**config.mk**
```make
export PLATFORM = sky130hd
export DESIGN_NAME = shift_page_decoder_core
export DESIGN_NICKNAME = d
export VERILOG_FILES = /design/src/spd_pkg.sv /design/src/spd_ram.sv /design/src/spd_ctrl.sv /design/src/spd_dp.sv /design/src/shift_page_decoder_core.sv
export VERILOG_INCLUDE_DIRS = /design/src /design/src/src
export SDC_FILE = /design/constraint.sdc
export NUM_CORES = 1
export LEC_CHECK = 0
export ABC_CLOCK_PERIOD_IN_PS = 7200
export BUFFER_PORTS_ARGS = -buffer_cell sky130_fd_sc_hd__clkbuf_2
export CAP_MARGIN = 20
export CORE_MARGIN = 5
export CORE_UTILIZATION = 35
export DETAILED_ROUTE_END_ITERATION = 7
export GPL_TIMING_DRIVEN = 0
export PLACE_DENSITY = 0.62
export SLEW_MARGIN = 20
export SYNTH_ARGS = -nofsm -noshare
export SYNTH_HDL_FRONTEND = slang
export SYNTH_HIERARCHICAL = 1
export SYNTH_SLANG_ARGS = --single-unit
export TNS_END_PERCENT = 5
```
**constraint.sdc**
```tcl
create_clock -name clk -period 7.2 [get_ports clk]
set_input_delay 0.36 -clock clk [delete_from_list [all_inputs] [get_ports clk]]
set_output_delay 0.36 -clock clk [all_outputs]
set_load 0.02 [all_outputs]
```
**src/shift_page_decoder_core_defines.svh**
```systemverilog
// ---------------------------------------------------------------------------
// shift page decoder assertion macros
// assertion helpers, empty when SYNTHESIS is defined
// ---------------------------------------------------------------------------
`ifndef SHIFT_PAGE_DECODER_CORE_DEFINES_SVH
`define SHIFT_PAGE_DECODER_CORE_DEFINES_SVH
`ifndef SYNTHESIS
`define SPD_ASSERT_IMP(label, clk_s, rst_s, a, c) \
  label: assert property (@(posedge clk_s) disable iff (!rst_s) (a) |-> (c)) \
    else $error("assertion failed");
`define SPD_ASSERT_NXT(label, clk_s, rst_s, a, c) \
  label: assert property (@(posedge clk_s) disable iff (!rst_s) (a) |=> (c)) \
    else $error("assertion failed");
`else
`define SPD_ASSERT_IMP(label, clk_s, rst_s, a, c)
`define SPD_ASSERT_NXT(label, clk_s, rst_s, a, c)
`endif
`endif

```
**src/spd_pkg.sv**
```systemverilog
// ---------------------------------------------------------------------------
// spd_pkg
// types and constants shared by the shift page decoder
// ---------------------------------------------------------------------------
`default_nettype none
package spd_pkg;
  localparam logic [2:0] ACT_STD   = 3'd0;
  localparam logic [2:0] ACT_PRIV  = 3'd1;
  localparam logic [2:0] ACT_DEQ   = 3'd2;
  localparam logic [2:0] ACT_CLR   = 3'd3;
  localparam logic [2:0] ACT_TICK  = 3'd4;
  localparam logic [7:0] PG_STATUS = 8'h01;
  localparam logic [7:0] PG_BATT   = 8'h52;
  localparam logic [7:0] PG_PGEAR  = 8'h00;
  localparam logic [7:0] PG_PTOT   = 8'h11;
  localparam logic       CFG_STALE = 1'b0;
  localparam logic       CFG_REQ   = 1'b1;

  typedef struct packed {
    logic [2:0]  action;
    logic [63:0] page_bytes;
    logic [31:0] now_ms;
    logic        link_live;
  } spd_in_t;

  typedef struct packed {
    logic        change_got;
    logic [11:0] change_record;
    logic [2:0]  front_gear;
    logic [4:0]  rear_gear;
    logic [5:0]  status_flags;
    logic [2:0]  front_count;
    logic [4:0]  rear_count;
    logic [15:0] shift_count;
    logic [11:0] battery_volts_q8;
    logic [2:0]  battery_status;
    logic [6:0]  battery_percent;
    logic        request_sysinfo;
  } spd_out_t;

  typedef enum logic [2:0] {
    ST_IDLE, ST_EXEC, ST_SCAN, ST_SUM, ST_DONE
  } spd_state_t;

  typedef struct packed {
    logic exec;
    logic scan;
    logic write_slot;
    logic sum;
    logic emit;
    logic clear;
  } spd_cmd_t;

  typedef struct packed {
    logic is_batt;
    logic last;
  } spd_stat_t;
endpackage
`default_nettype wire

```
**src/spd_ram.sv**
```systemverilog
// ---------------------------------------------------------------------------
// spd_ram
// generic single write port ram with registered read
// ---------------------------------------------------------------------------
`default_nettype none
module spd_ram #(
  parameter int WIDTH = 12,
  parameter int DEPTH = 8
) (
  input  wire logic                     clk,
  input  wire logic                     we,
  input  wire logic [$clog2(DEPTH)-1:0] waddr,
  input  wire logic [WIDTH-1:0]         wdata,
  input  wire logic [$clog2(DEPTH)-1:0] raddr,
  output logic      [WIDTH-1:0]         rdata
);
  logic [WIDTH-1:0] mem [DEPTH];
  always_ff @(posedge clk) begin
    if (we) mem[waddr] <= wdata;
    rdata <= mem[raddr];
  end
endmodule
`default_nettype wire

```
**src/spd_ctrl.sv**
```systemverilog
// ---------------------------------------------------------------------------
// spd_ctrl
// sequencer: exec, battery slot scan, summary scan, emit
// ---------------------------------------------------------------------------
`default_nettype none
module spd_ctrl (
  input  wire logic              clk,
  input  wire logic              rst_n,
  input  wire logic              start,
  output logic                   busy,
  input  wire spd_pkg::spd_stat_t stat,
  output spd_pkg::spd_cmd_t      cmd
);
  import spd_pkg::*;
  spd_state_t state_r, state_nxt;

  always_ff @(posedge clk) begin
    if (!rst_n) state_r <= ST_IDLE;
    else state_r <= state_nxt;
  end

  always_comb begin
    state_nxt = state_r;
    cmd = '0;
    busy = (state_r != ST_IDLE);
    case (state_r)
      ST_IDLE: begin
        cmd.clear = start;
        if (start) state_nxt = ST_EXEC;
      end
      ST_EXEC: begin
        cmd.exec = 1'b1;
        if (stat.is_batt) state_nxt = ST_SCAN;
        else state_nxt = ST_DONE;
      end
      ST_SCAN: begin
        cmd.scan = 1'b1;
        if (stat.last) begin
          cmd.write_slot = 1'b1;
          state_nxt = ST_SUM;
        end
      end
      ST_SUM: begin
        cmd.sum = 1'b1;
        if (stat.last) state_nxt = ST_DONE;
      end
      ST_DONE: begin
        cmd.emit = 1'b1;
        state_nxt = ST_IDLE;
      end
      default: state_nxt = ST_IDLE;
    endcase
  end
endmodule
`default_nettype wire

```
**src/spd_dp.sv**
```systemverilog
// ---------------------------------------------------------------------------
// spd_dp
// decoder datapath: gear state, battery table, change queue, request timer
// ---------------------------------------------------------------------------
`default_nettype none
module spd_dp #(
  parameter int BATTERY_SLOTS = 4,
  parameter int QUEUE_DEPTH   = 8
) (
  input  wire logic              clk,
  input  wire logic              rst_n,
  input  wire logic              start,
  input  wire spd_pkg::spd_in_t  in_data,
  input  wire logic              cfg_we,
  input  wire logic              cfg_index,
  input  wire logic [31:0]       cfg_data,
  input  wire spd_pkg::spd_cmd_t cmd,
  output spd_pkg::spd_stat_t     stat,
  output spd_pkg::spd_out_t      res
);
  import spd_pkg::*;
  localparam int SW = (BATTERY_SLOTS > 1) ? $clog2(BATTERY_SLOTS) : 1;
  localparam int QW = $clog2(QUEUE_DEPTH);
  localparam int CW = $clog2(QUEUE_DEPTH + 1);

  logic [31:0] stale_r, period_r;
  spd_in_t     in_r;
  logic [2:0]  gf_r;
  logic [4:0]  gr_r;
  logic [3:0]  flags_r;
  logic [2:0]  tf_r;
  logic [4:0]  tr_r;
  logic [15:0] shifts_r;
  logic [11:0] volts_r;
  logic [2:0]  worst_r;
  logic [6:0]  pct_r;
  logic        bvalid_r;
  logic [31:0] last_page_r, last_req_r;
  logic        req_sent_r;
  logic [QW-1:0] head_r;
  logic [CW-1:0] count_r;
  logic        got_r, ask_r;

  logic        used_r [BATTERY_SLOTS];
  logic [3:0]  sid_r  [BATTERY_SLOTS];
  logic [2:0]  sst_r  [BATTERY_SLOTS];
  logic [11:0] sv_r   [BATTERY_SLOTS];
  logic [SW-1:0] idx_r;
  logic        match_r, free_r;
  logic [SW-1:0] match_i_r, free_i_r;
  logic [11:0] minv_r;
  logic [2:0]  wst_r;

  // page fields
  logic [7:0] p0, p2, p3, p4, b6, b7;
  assign p0 = in_r.page_bytes[7:0];
  assign p2 = in_r.page_bytes[23:16];
  assign p3 = in_r.page_bytes[31:24];
  assign p4 = in_r.page_bytes[39:32];
  assign b6 = in_r.page_bytes[55:48];
  assign b7 = in_r.page_bytes[63:56];

  logic [31:0] page_age, req_age;
  assign page_age = in_r.now_ms - last_page_r;
  assign req_age  = in_r.now_ms - last_req_r;

  assign stat.is_batt = (in_r.action == ACT_STD) && (p0 == PG_BATT);
  assign stat.last    = (idx_r == SW'(BATTERY_SLOTS - 1));

  // gear decode
  logic       is_std_gear, is_priv_gear;
  logic [2:0] sfront;
  logic [4:0] srear, stot_rear;
  logic [2:0] stot_f;
  logic       rv, fv;
  logic [2:0] nf;
  logic [4:0] nr;
  logic       rmove, fmove, gear_act;
  logic [11:0] rec;
  always_comb begin
    sfront = p3[7:5];
    srear  = p3[4:0];
    stot_f = p4[7:5];
    stot_rear = p4[4:0];
    rv = (srear != 5'h1F) && (stot_rear != 5'd0) && (stot_rear >= srear);
    fv = (sfront != 3'h7) && (stot_f != 3'd0) && (stot_f >= sfront);
    is_std_gear  = (in_r.action == ACT_STD) && (p0 == PG_STATUS);
    is_priv_gear = (in_r.action == ACT_PRIV) && (p0 == PG_PGEAR);
    nf = '0;
    nr = '0;
    if (is_std_gear) begin
      nf = fv ? sfront + 3'd1 : 3'd0;
      nr = rv ? srear + 5'd1 : 5'd0;
    end else if (is_priv_gear) begin
      nf = (p2 > 8'd3) ? 3'd0 : p2[2:0];
      nr = (p3 > 8'd13) ? 5'd0 : p3[4:0];
    end
    rmove = (nr != 5'd0) && (!flags_r[2] || gr_r != nr);
    fmove = (nf != 3'd0) && (!flags_r[1] || gf_r != nf);
    gear_act = (is_std_gear || is_priv_gear) && (nr != 5'd0 || nf != 3'd0);
    rec = {nf != 3'd0, nr != 5'd0, fmove, rmove,
           (nf != 3'd0) ? nf : gf_r, (nr != 5'd0) ? nr : gr_r};
  end

  // change queue, circular over any depth
  logic          q_we, push;
  logic [QW-1:0] q_waddr, head_inc;
  logic [QW:0]   q_sum;
  logic [11:0]   q_rdata;
  assign push = cmd.exec && gear_act && (rmove || fmove);
  assign q_we = push;
  assign head_inc = (head_r == QW'(QUEUE_DEPTH - 1)) ? '0 : QW'(head_r + 1'b1);
  assign q_sum = {1'b0, head_r} + (QW+1)'(count_r);
  assign q_waddr = (count_r == CW'(QUEUE_DEPTH)) ? head_r :
                   (q_sum >= (QW+1)'(QUEUE_DEPTH)) ?
                   QW'(q_sum - (QW+1)'(QUEUE_DEPTH)) : q_sum[QW-1:0];
  // read data at head is registered on the exec edge and shown during emit
  spd_ram #(.WIDTH(12), .DEPTH(QUEUE_DEPTH)) u_queue (
    .clk(clk), .we(q_we), .waddr(q_waddr), .wdata(rec),
    .raddr(head_r), .rdata(q_rdata)
  );

  logic [11:0] new_v;
  assign new_v = (b7[3:0] == 4'hF) ? 12'd0 : {b7[3:0], b6};

  always_ff @(posedge clk) begin
    if (!rst_n) begin
      stale_r <= 32'd5000; period_r <= 32'd10000;
      gf_r <= '0; gr_r <= '0; flags_r <= '0; tf_r <= '0; tr_r <= '0;
      shifts_r <= '0; volts_r <= '0; worst_r <= '0; pct_r <= '0; bvalid_r <= 1'b0;
      last_page_r <= '0; last_req_r <= '0; req_sent_r <= 1'b0;
      head_r <= '0; count_r <= '0; got_r <= 1'b0; ask_r <= 1'b0;
      idx_r <= '0;
      match_r <= 1'b0; free_r <= 1'b0;
      for (int i = 0; i < BATTERY_SLOTS; i++) used_r[i] <= 1'b0;
    end else begin
      if (cfg_we) begin
        if (cfg_index == CFG_STALE) stale_r <= cfg_data;
        else period_r <= cfg_data;
      end
      if (start) in_r <= in_data;
      if (cmd.clear) begin
        got_r <= 1'b0; ask_r <= 1'b0; idx_r <= '0;
        match_r <= 1'b0; free_r <= 1'b0; minv_r <= '0; wst_r <= '0;
        match_i_r <= '0; free_i_r <= '0;
      end
      if (cmd.exec) begin
        case (in_r.action)
          ACT_STD, ACT_PRIV: begin
            last_page_r <= in_r.now_ms;
            if (in_r.action == ACT_PRIV) flags_r[3] <= 1'b1;
            if (is_std_gear) begin
              if (rv) tr_r <= stot_rear;
              if (fv) tf_r <= stot_f;
            end
            if (in_r.action == ACT_PRIV && p0 == PG_PGEAR && p4 != 8'd0 && p4 <= 8'd100) begin
              pct_r <= p4[6:0]; bvalid_r <= 1'b1;
            end
            if (in_r.action == ACT_PRIV && p0 == PG_PTOT) begin
              if (p2 != 8'd0 && p2 <= 8'd3) tf_r <= p2[2:0];
              if (p3 != 8'd0 && p3 <= 8'd13) tr_r <= p3[4:0];
            end
            if (is_std_gear || is_priv_gear) begin
              if (nr != 5'd0) gr_r <= nr;
              if (nf != 3'd0) gf_r <= nf;
              flags_r[1] <= (nf != 3'd0);
              flags_r[2] <= (nr != 5'd0);
              if (gear_act) flags_r[0] <= 1'b1;
              if (push) begin
                if (flags_r[0]) shifts_r <= shifts_r + 16'd1;
                if (count_r == CW'(QUEUE_DEPTH)) head_r <= head_inc;
                else count_r <= count_r + 1'b1;
              end
            end
          end
          ACT_DEQ: begin
            if (count_r != '0) begin
              got_r <= 1'b1;
              head_r <= head_inc;
              count_r <= count_r - 1'b1;
            end
          end
          ACT_CLR: begin
            head_r <= '0; count_r <= '0;
          end
          ACT_TICK: begin
            if (in_r.link_live && flags_r[3] && (tf_r == 3'd0 || tr_r == 5'd0) &&
                page_age < stale_r && (!req_sent_r || req_age >= period_r)) begin
              ask_r <= 1'b1; last_req_r <= in_r.now_ms; req_sent_r <= 1'b1;
            end
          end
          default: ;
        endcase
      end
      // slot search, one slot a cycle
      if (cmd.scan) begin
        if (!match_r && used_r[idx_r] && sid_r[idx_r] == p2[7:4]) begin
          match_r <= 1'b1; match_i_r <= idx_r;
        end
        if (!free_r && !used_r[idx_r]) begin
          free_r <= 1'b1; free_i_r <= idx_r;
        end
        idx_r <= stat.last ? '0 : SW'(idx_r + 1'b1);
      end
      if (cmd.write_slot) begin
        logic [SW-1:0] ws;
        ws = '0;
        if (!match_r && used_r[idx_r] && sid_r[idx_r] == p2[7:4]) ws = idx_r;
        else if (match_r) ws = match_i_r;
        else if (free_r) ws = free_i_r;
        else if (!used_r[idx_r]) ws = idx_r;
        used_r[ws] <= 1'b1; sid_r[ws] <= p2[7:4];
        sst_r[ws] <= b7[6:4]; sv_r[ws] <= new_v;
      end
      // summary, one slot a cycle
      if (cmd.sum) begin
        logic [11:0] mv;
        logic [2:0]  wv;
        mv = minv_r; wv = wst_r;
        if (used_r[idx_r]) begin
          if (sv_r[idx_r] != 12'd0 && (mv == 12'd0 || sv_r[idx_r] < mv)) mv = sv_r[idx_r];
          if (sst_r[idx_r] >= 3'd1 && sst_r[idx_r] <= 3'd5 && sst_r[idx_r] > wv)
            wv = sst_r[idx_r];
        end
        minv_r <= mv; wst_r <= wv;
        idx_r <= stat.last ? '0 : SW'(idx_r + 1'b1);
        // battery valid follows the new summary, percent alone does not keep it
        if (stat.last) begin
          volts_r <= mv; worst_r <= wv;
          bvalid_r <= (mv != 12'd0 || wv != 3'd0);
        end
      end
    end
  end

  always_comb begin
    res.change_got       = got_r;
    res.change_record    = got_r ? q_rdata : 12'd0;
    res.front_gear       = gf_r;
    res.rear_gear        = gr_r;
    res.status_flags     = {bvalid_r, flags_r[0] && (page_age < stale_r), flags_r};
    res.front_count      = tf_r;
    res.rear_count       = tr_r;
    res.shift_count      = shifts_r;
    res.battery_volts_q8 = volts_r;
    res.battery_status   = worst_r;
    res.battery_percent  = pct_r;
    res.request_sysinfo  = ask_r;
  end
endmodule
`default_nettype wire

```
**src/shift_page_decoder_core.sv**
```systemverilog
// ---------------------------------------------------------------------------
// shift_page_decoder_core: shifting page decoder, start/busy in, strobed beat out
// the beat follows the exec state, or the exec, slot scan and summary states on a battery page
// a new item is taken only once the sequencer has emitted the beat and is back in idle
// rst_n is synchronous active low and clears gear, battery, queue and timer state
// ---------------------------------------------------------------------------
`default_nettype none
`include "shift_page_decoder_core_defines.svh"
module shift_page_decoder_core #(
  parameter int BATTERY_SLOTS = 4,
  parameter int QUEUE_DEPTH   = 8
) (
  input  wire logic             clk,
  input  wire logic             rst_n,
  input  wire logic             start,
  output logic                  busy,
  input  wire spd_pkg::spd_in_t in_data,
  output logic                  out_valid,
  output spd_pkg::spd_out_t     out_data,
  input  wire logic             cfg_we,
  input  wire logic             cfg_index,
  input  wire logic [31:0]      cfg_data
);
  import spd_pkg::*;

  spd_cmd_t  cmd;
  spd_stat_t stat;
  logic      accept;

  // an item is taken only while the sequencer is idle
  assign accept = start && !busy;

  spd_ctrl u_ctrl (
    .clk(clk), .rst_n(rst_n), .start(accept), .busy(busy),
    .stat(stat), .cmd(cmd)
  );

  // datapath holds all decoder state and the registered result beat
  spd_dp #(.BATTERY_SLOTS(BATTERY_SLOTS), .QUEUE_DEPTH(QUEUE_DEPTH)) u_dp (
    .clk(clk), .rst_n(rst_n), .start(accept), .in_data(in_data),
    .cfg_we(cfg_we), .cfg_index(cfg_index), .cfg_data(cfg_data),
    .cmd(cmd), .stat(stat), .res(out_data)
  );

  // result beat is valid for the single emit cycle, the receiver cannot stall it
  assign out_valid = cmd.emit;

  `SPD_ASSERT_NXT(a_busy_after_start, clk, rst_n, accept, busy)
  `SPD_ASSERT_IMP(a_emit_busy, clk, rst_n, out_valid, busy)
  `SPD_ASSERT_IMP(a_got_only_on_deq, clk, rst_n, out_valid && out_data.change_got,
                  out_data.request_sysinfo == 1'b0)
endmodule
`default_nettype wire
```
# Yosys cells after proc, flatten, opt, wreduce, memory -nomap -nowiden

Memories as Yosys holds them, arrays and structs flattened. A register that Yosys moved wholly into a read port is not among the register bits.
Cells that the tools add are included.

Magnitude comparators: 14
Equality and inequality tests: 28
Reductions and logical operators: 83
Shifts and indexed selects: 0
Div/mod/pow operators: 0
Bitwise gates (word level): 1
Multiply operators: 0
Add/sub/neg operators: 11
Muxes and demuxes: 108

Operators with widths:

| kind                    | number |
|---|---|
| $mux W12                | 8 |
| $mux W3                 | 26 |
| $sub A32 B32 Y32        | 2 |
| $mux W2                 | 26 |
| $mux W5                 | 9 |
| $ge A32 B32 Y1          | 1 |
| $lt A32 B32 Y1          | 1 |
| $mux W1                 | 32 |
| $logic_and A1 B1 Y1     | 29 |
| $reduce_bool A12 Y1     | 2 |
| $reduce_bool A8 Y1      | 3 |
| $reduce_bool A3 Y1      | 6 |
| $add A16 B1 Y16 const B | 1 |
| $mux W4                 | 4 |
| $reduce_and A3 Y1       | 5 |
| $ne A2 B1 Y1 const B    | 7 |
| $eq A3 B2 Y1 const B    | 4 |
| $logic_not A12 Y1       | 1 |
| $lt A12 B12 Y1          | 1 |
| $pmux W3 S4             | 1 |
| $pmux W4 S3             | 1 |
| $reduce_and A2 Y1       | 6 |
| $reduce_and A6 Y1       | 2 |
| $reduce_bool A5 Y1      | 2 |
| other kinds (44)        | 65 |

Memories: 5
ROM bits: 0
RAM bits: 176
Output and inout bits: 76
Word-level logic and storage cells: 283
Flip-flop bits (word level): 322
Input port bits: 137
Bits in latches: 0

Memories:

| memory           | depth | width | rd ports | clocked after memory_dff | wr ports | line          | RTL |
|---|---|---|---|---|---|---|---|
| u_dp.u_queue.mem | 8     | 12    | 1        | 1                        | 1        | spd_ram.sv:17 | `logic [WIDTH-1:0] mem [DEPTH];` |
| u_dp.sv_r        | 4     | 12    | 1        | 1                        | 1        | spd_dp.sv:47  | `logic [11:0] sv_r [BATTERY_SLOTS];` |
| u_dp.sid_r       | 4     | 4     | 1        | 1                        | 1        | spd_dp.sv:45  | `logic [3:0] sid_r [BATTERY_SLOTS];` |
| u_dp.sst_r       | 4     | 3     | 1        | 1                        | 1        | spd_dp.sv:46  | `logic [2:0] sst_r [BATTERY_SLOTS];` |
| u_dp.used_r      | 4     | 1     | 1        | 1                        | 4        | spd_dp.sv:44  | `logic used_r [BATTERY_SLOTS];` |

# Logic depth before layout (Yosys ltp)

Depth after elaboration: 13
Depth in mapped cells: 25
Depth with buffers taken out: 23

# Cells and area by module

The synthesis kept the hierarchy.

Modules (own cells, without submodules):

| module                  | area each (µm²) | cells an instance | times used |
|---|---|---|---|
| spd_dp                  | 20887.5         | 2177              | 1 |
| spd_ram                 | 3987.6          | 164               | 1 |
| spd_ctrl                | 205.2           | 24                | 1 |
| shift_page_decoder_core | 13.8            | 1                 | 1 |

# Worst setup path after synthesis

OpenSTA, ideal clock, no wires.

Path kind: reg2reg
Start: register u_dp/in_r[1] in the netlist's numbering
End: register u_dp.last_req_r[10]
Setup slack: 1.918 ns
Stages on the path, launching flop included: 26
Required time: 7.126 ns
Arrival: 5.209 ns
Buffers on the path: 2
Library setup time: 0.074 ns
Clock period less this slack: 5.282 ns
Cells stage by stage: edfxtp_1 -> inv_1 -> ha_1 -> inv_1 -> fa_1 -> a211o_1 -> a211oi_1 -> o31a_1 -> o21bai_1 -> a21o_1 -> a211oi_1 -> o21bai_1 -> a21oi_1 -> xnor2_1 -> ha_1 -> a21o_1 -> a21o_1 -> a211o_1 -> o211ai_1 -> a21oi_1 -> o311ai_0 -> a31oi_1 -> a211oi_1 -> clkbuf_1 -> clkbuf_1 -> mux2i_1

Word-level cells in the longest chain between the ends: 5
Elaborated cells on any way between the ends: 8
Those cells by class: 2 x add/sub; 2 x order compare; 4 x reduce/logical

Ends and longest elaborated chain:

| element                                                   | line                         | RTL |
|---|---|---|
| start, declared                                           | spd_dp.sv:27                 | `spd_in_t in_r;` |
| start signal, assigned                                    | spd_dp.sv:141                | `if (start) in_r <= in_data;` |
| $sub A32 B32 Y32, on equally long branches                | spd_dp.sv:64, spd_dp.sv:65   |  |
| $lt A32 B32 Y1 or $ge A32 B32 Y1 (tied branches)          | spd_dp.sv:188                | `page_age < stale_r && (!req_sent_r \|\| req_age >= period_r)) begin` |
| $logic_and A1 B1 Y1 or $logic_or A1 B1 Y1 (tied branches) | spd_dp.sv:187, spd_dp.sv:188 |  |
| $logic_and A1 B1 Y1 (*)                                   | spd_dp.sv:188                |  |
| $reduce_and A3 Y1 (no source line) (*)                    | --                           |  |
| end signal, assigned                                      | spd_dp.sv:131                | `last_page_r <= '0; last_req_r <= '0; req_sent_r <= 1'b0;` |
| end signal, assigned                                      | spd_dp.sv:189                | `ask_r <= 1'b1; last_req_r <= in_r.now_ms; req_sent_r <= 1'b1;` |
| end, declared                                             | spd_dp.sv:38                 | `logic [31:0] last_page_r, last_req_r;` |

Every way passes the cells marked *; elsewhere a longest branch is shown, timed or not.
A chain may end at the register's enable or synchronous reset.

==> metrics <==
DRT Wirelength=68870 microns; reg2reg path depth=20; post-synth net total=2668; Worst Setup Path Type=reg -> out; clock share of power=0.441; count of state elements after synthesis=496; die height=277.8 microns; Post-CTS Setup Bufs=0; switching pwr=1.594 mW; Placer Congestion=0.8774; Power per Cell Area=215.8 mW/mm^2; vias in the first global route=18490; TritonCTS Buffers=56; row count=98; Final Hold Fails=0; Max VDD drop=0.1780 mV; clock skew=0.02606 ns; Leak Pwr=11.12 nW; initial antenna violation count=9; Max Root-Sink Buffers=3; maximum clock rate=154.2 MHz; MaxCap Viol Count=0; sequential share of the synthesized area=0.5054; worst rel slew slack=0.3179; r2r setup slk=0.79 ns; CTS tree=built; sw frac=0.2426; CTS root buffer=clkbuf_16; hold path start=cfg_data[10]; Critical Path Slowest Stage Cell=a31oi_1; Overflow after GRT=0; Tot Pwr=6.571 mW; Netlist cell types=88; Post-synth EDFFs=275; DP HPWL=51770 microns; Setup TNS=0 ns; Via Count=18820; count of input and output buffers=195; Hold Path Cell Cnt=3; Cell Chain, Critical Path=ha_1 > nor2b_1 > o2111a_1 > nor3_1 > nor4_1 > o21ai_0 > a211oi_1 > o32ai_1 > xnor2_1 > ha_1 > nand4_1 > nor2_1 > nand2_1 > o2bb2ai_1 > o311ai_0 > a31oi_1 > nor2_1 > clkbuf_2; Core ar.=0.07124 sq mm; Synth Warn #=6; Post-Route Utilization=0.4274; CP top delay family=compound AO/OA/AOI/OAI gates; H-Tree Depth=2; DRC Markers=0; cell-internal power=4.977 mW; Cells after Synth=2366; first-pass GRT wire length=106600 microns; Non-Filler Instances=3739; measured slew at the worst slew-check pin=1.023 ns; outcome=completed; worst endpoint required time=6.84 ns; fin crit share=0.9004; area growth from synthesis to layout=21.34%; WP buf/inv=1; Final Setup Violations=0; reg-to-reg endpoint=u_dp/last_req_r[4]; die area=0.07715 sq mm; Worst-path clk slew=0.06 ns; Synth Cell Area=0.02509 sq mm; dpl cells=3522; R2R Path Start=u_dp/in_r[2]; CP max stage delay=0.67 ns; syn_area_per_cell=10.61 sq um; Hold WC Path Type=in -> reg; DRT antenna net count=0; FILL cells=6835; WL per Instance=18.42 microns; Slew Viols, Final=0; Total GRT Usage=0.1742; register share of total power=0.469; RSZ-0062 raised after global routing=no; DRT Pass-1 Iters=5; share of layout cells above drive strength 1=0.1450; ys flop type=edfxtp_1; initial core utilization=0.3522; Worst Hold Endpoint=u_dp/stale_r[10]; pin count of the biggest net entering global routing=45; fin crit period=6.483 ns; initial DRC count=1229; num ports=213; die width=277.8 microns; CTS Sinks=496; Crit Path Max Fanout=6; DR vias/cell=5.033; # nets final=3040; Worst Setup SP=u_dp/in_r[2]; CP Capture Type=output port; Setup crit start kind=register; Critical Path AT=6.12 ns; combinational power share=0.091; Worst-Skew Late Latency=0.63 ns; async set-reset flop share out of synthesis=0
-- layout by cell type, fill, tap and decap left out, drive strengths merged, types with 55 or more instances in the layout --
master,instances
edfxtp,275
a21oi,187
o21ai,55
ha,161
clkbuf,349
nor2,115
mux2i,66
inv,181
dfxtp,221
dlygate4sd3,108
a21o,60
nand2,357
-- cell usage after synthesis, types with 28 or more instances --
cell type / instances / area [sq um]
nor2_1: 114 / 427.9
xnor2_1: 39 / 341.6
and2_1: 36 / 225.2
ha_1: 161 / 2014
clkbuf_1: 76 / 285.3
mux2i_1: 66 / 660.6
a21oi_1: 187 / 935.9
inv_1: 178 / 668.1
nor3_1: 33 / 165.2
dfxtp_1: 221 / 4424
a21o_1: 59 / 442.9
a211oi_1: 31 / 232.7
edfxtp_1: 275 / 8258
nand2_1: 357 / 1340
nand2b_1: 28 / 175.2
nand3_1: 44 / 220.2
nor2b_1: 32 / 200.2
o21ai_0: 55 / 275.3
-- layer usage --
metal,track usage,vias up,share of wire
li1,-,9320,-
met1,0.2376,8905,0.45
met3,0.02912,135,0.049
met5,0,-,0.00070
met4,0.05693,8,0.034
met2,0.2842,452,0.46
-- logic make-up (layout without fill, tap and decap cells) --
family	Yosys count	after routing	share of synthesized area
AND/OR/NAND/NOR	770	770	0.1469
flip-flops	496	496	0.5054
AO/OA/AOI/OAI	472	472	0.1226
buffers and inverters	273	693	0.04338
adder cells (fa/ha/maj)	165	165	0.08347
multiplexers	124	124	0.07524
XOR/XNOR	66	66	0.02304
other	0	3	0
-- area by class of cell --
type | instances | area, sq um | area share
Clock inverter | 28 | 256.5 | 0.008424
Sequential cell | 496 | 12680 | 0.4165
Clock buffer | 78 | 1659 | 0.05449
Timing Repair Buffer | 314 | 2171 | 0.07129
Antenna cell | 3 | 7.507 | 0.0002465
Multi-Input combinational cell | 1597 | 11390 | 0.3741
Inverter | 178 | 668.1 | 0.02194
Tap cell | 950 | 1189 | 0.03904
Buffer | 95 | 425.4 | 0.01397
-- sequential cells by signal, indices dropped and copies added (netlist names), 5 cells and up, named ones only --
| register | cells |
|---|---|
| u_dp/u_queue/mem | 96 |
| u_dp/in_r | 68 |
| u_dp/sv_r | 48 |
| u_dp/last_page_r | 32 |
| u_dp/last_req_r | 32 |
| u_dp/period_r | 32 |
| u_dp/stale_r | 32 |
| u_dp/shifts_r | 16 |
| u_dp/sid_r | 16 |
| u_dp/minv_r | 12 |
| u_dp/sst_r | 12 |
| u_dp/u_queue/rdata | 12 |
| u_dp/volts_r | 12 |
| u_dp/b6 | 8 |
| u_dp/b7 | 7 |
| u_dp/pct_r | 7 |
| u_dp/gr_r | 5 |
| u_dp/tr_r | 5 |
-- power by group through the flow --
| stage | sequential [mW] | combinational [mW] | clock [mW] |
|---|---|---|---|
| 2_1_floorplan | 3.12 | 0.366 | 0 |
| 3_3_place_gp | 3.14 | 0.536 | 0 |
| 3_5_place_dp | 3.14 | 0.544 | 0 |
| 4_1_cts | 3.08 | 0.595 | 2.98 |
| 5_1_grt | 3.08 | 0.671 | 3.10 |
| 6_report | 3.08 | 0.595 | 2.89 |
-- worst max path at each step --
stage	to	slack (ns)	depth (start not counted)
final	out_data[51]	0.72	18
after floorplan	u_dp/last_req_r[10]	1.92	25
after global routing	u_dp/last_req_r[30]	0.17	21
after global placement	u_dp/last_req_r[13]	0.07	21
after CTS	u_dp/last_req_r[21]	0.01	21
after detailed placement	u_dp/last_req_r[21]	0.05	21
-- tightest hold or removal path, cell delays in order --
cell      delay (ns)
clkbuf_2        0.12
nand2_1         0.06
a21oi_1         0.05
-- what timing repair did --
item                                    in CTS  in global routing
hold endpoints to repair                   130                  0
gates resized for setup                      0                 12
hold buffers                               108                  0
endpoints found under the setup margin       0                 34
-- per-stage QoR --
stage               setup slack [ns]  hold WS, ns  cell area [sq um]
floorplan                      1.918       0.4211              25090
global placement             0.06601       0.4344              27260
detailed placement           0.05457       0.4397              27420
CTS                          0.01353      0.01097              30420
global route                  0.1656     0.003627              30450
finish                        0.7169      0.02734              30450
Note: power is estimated with default switching activity, not from simulation.
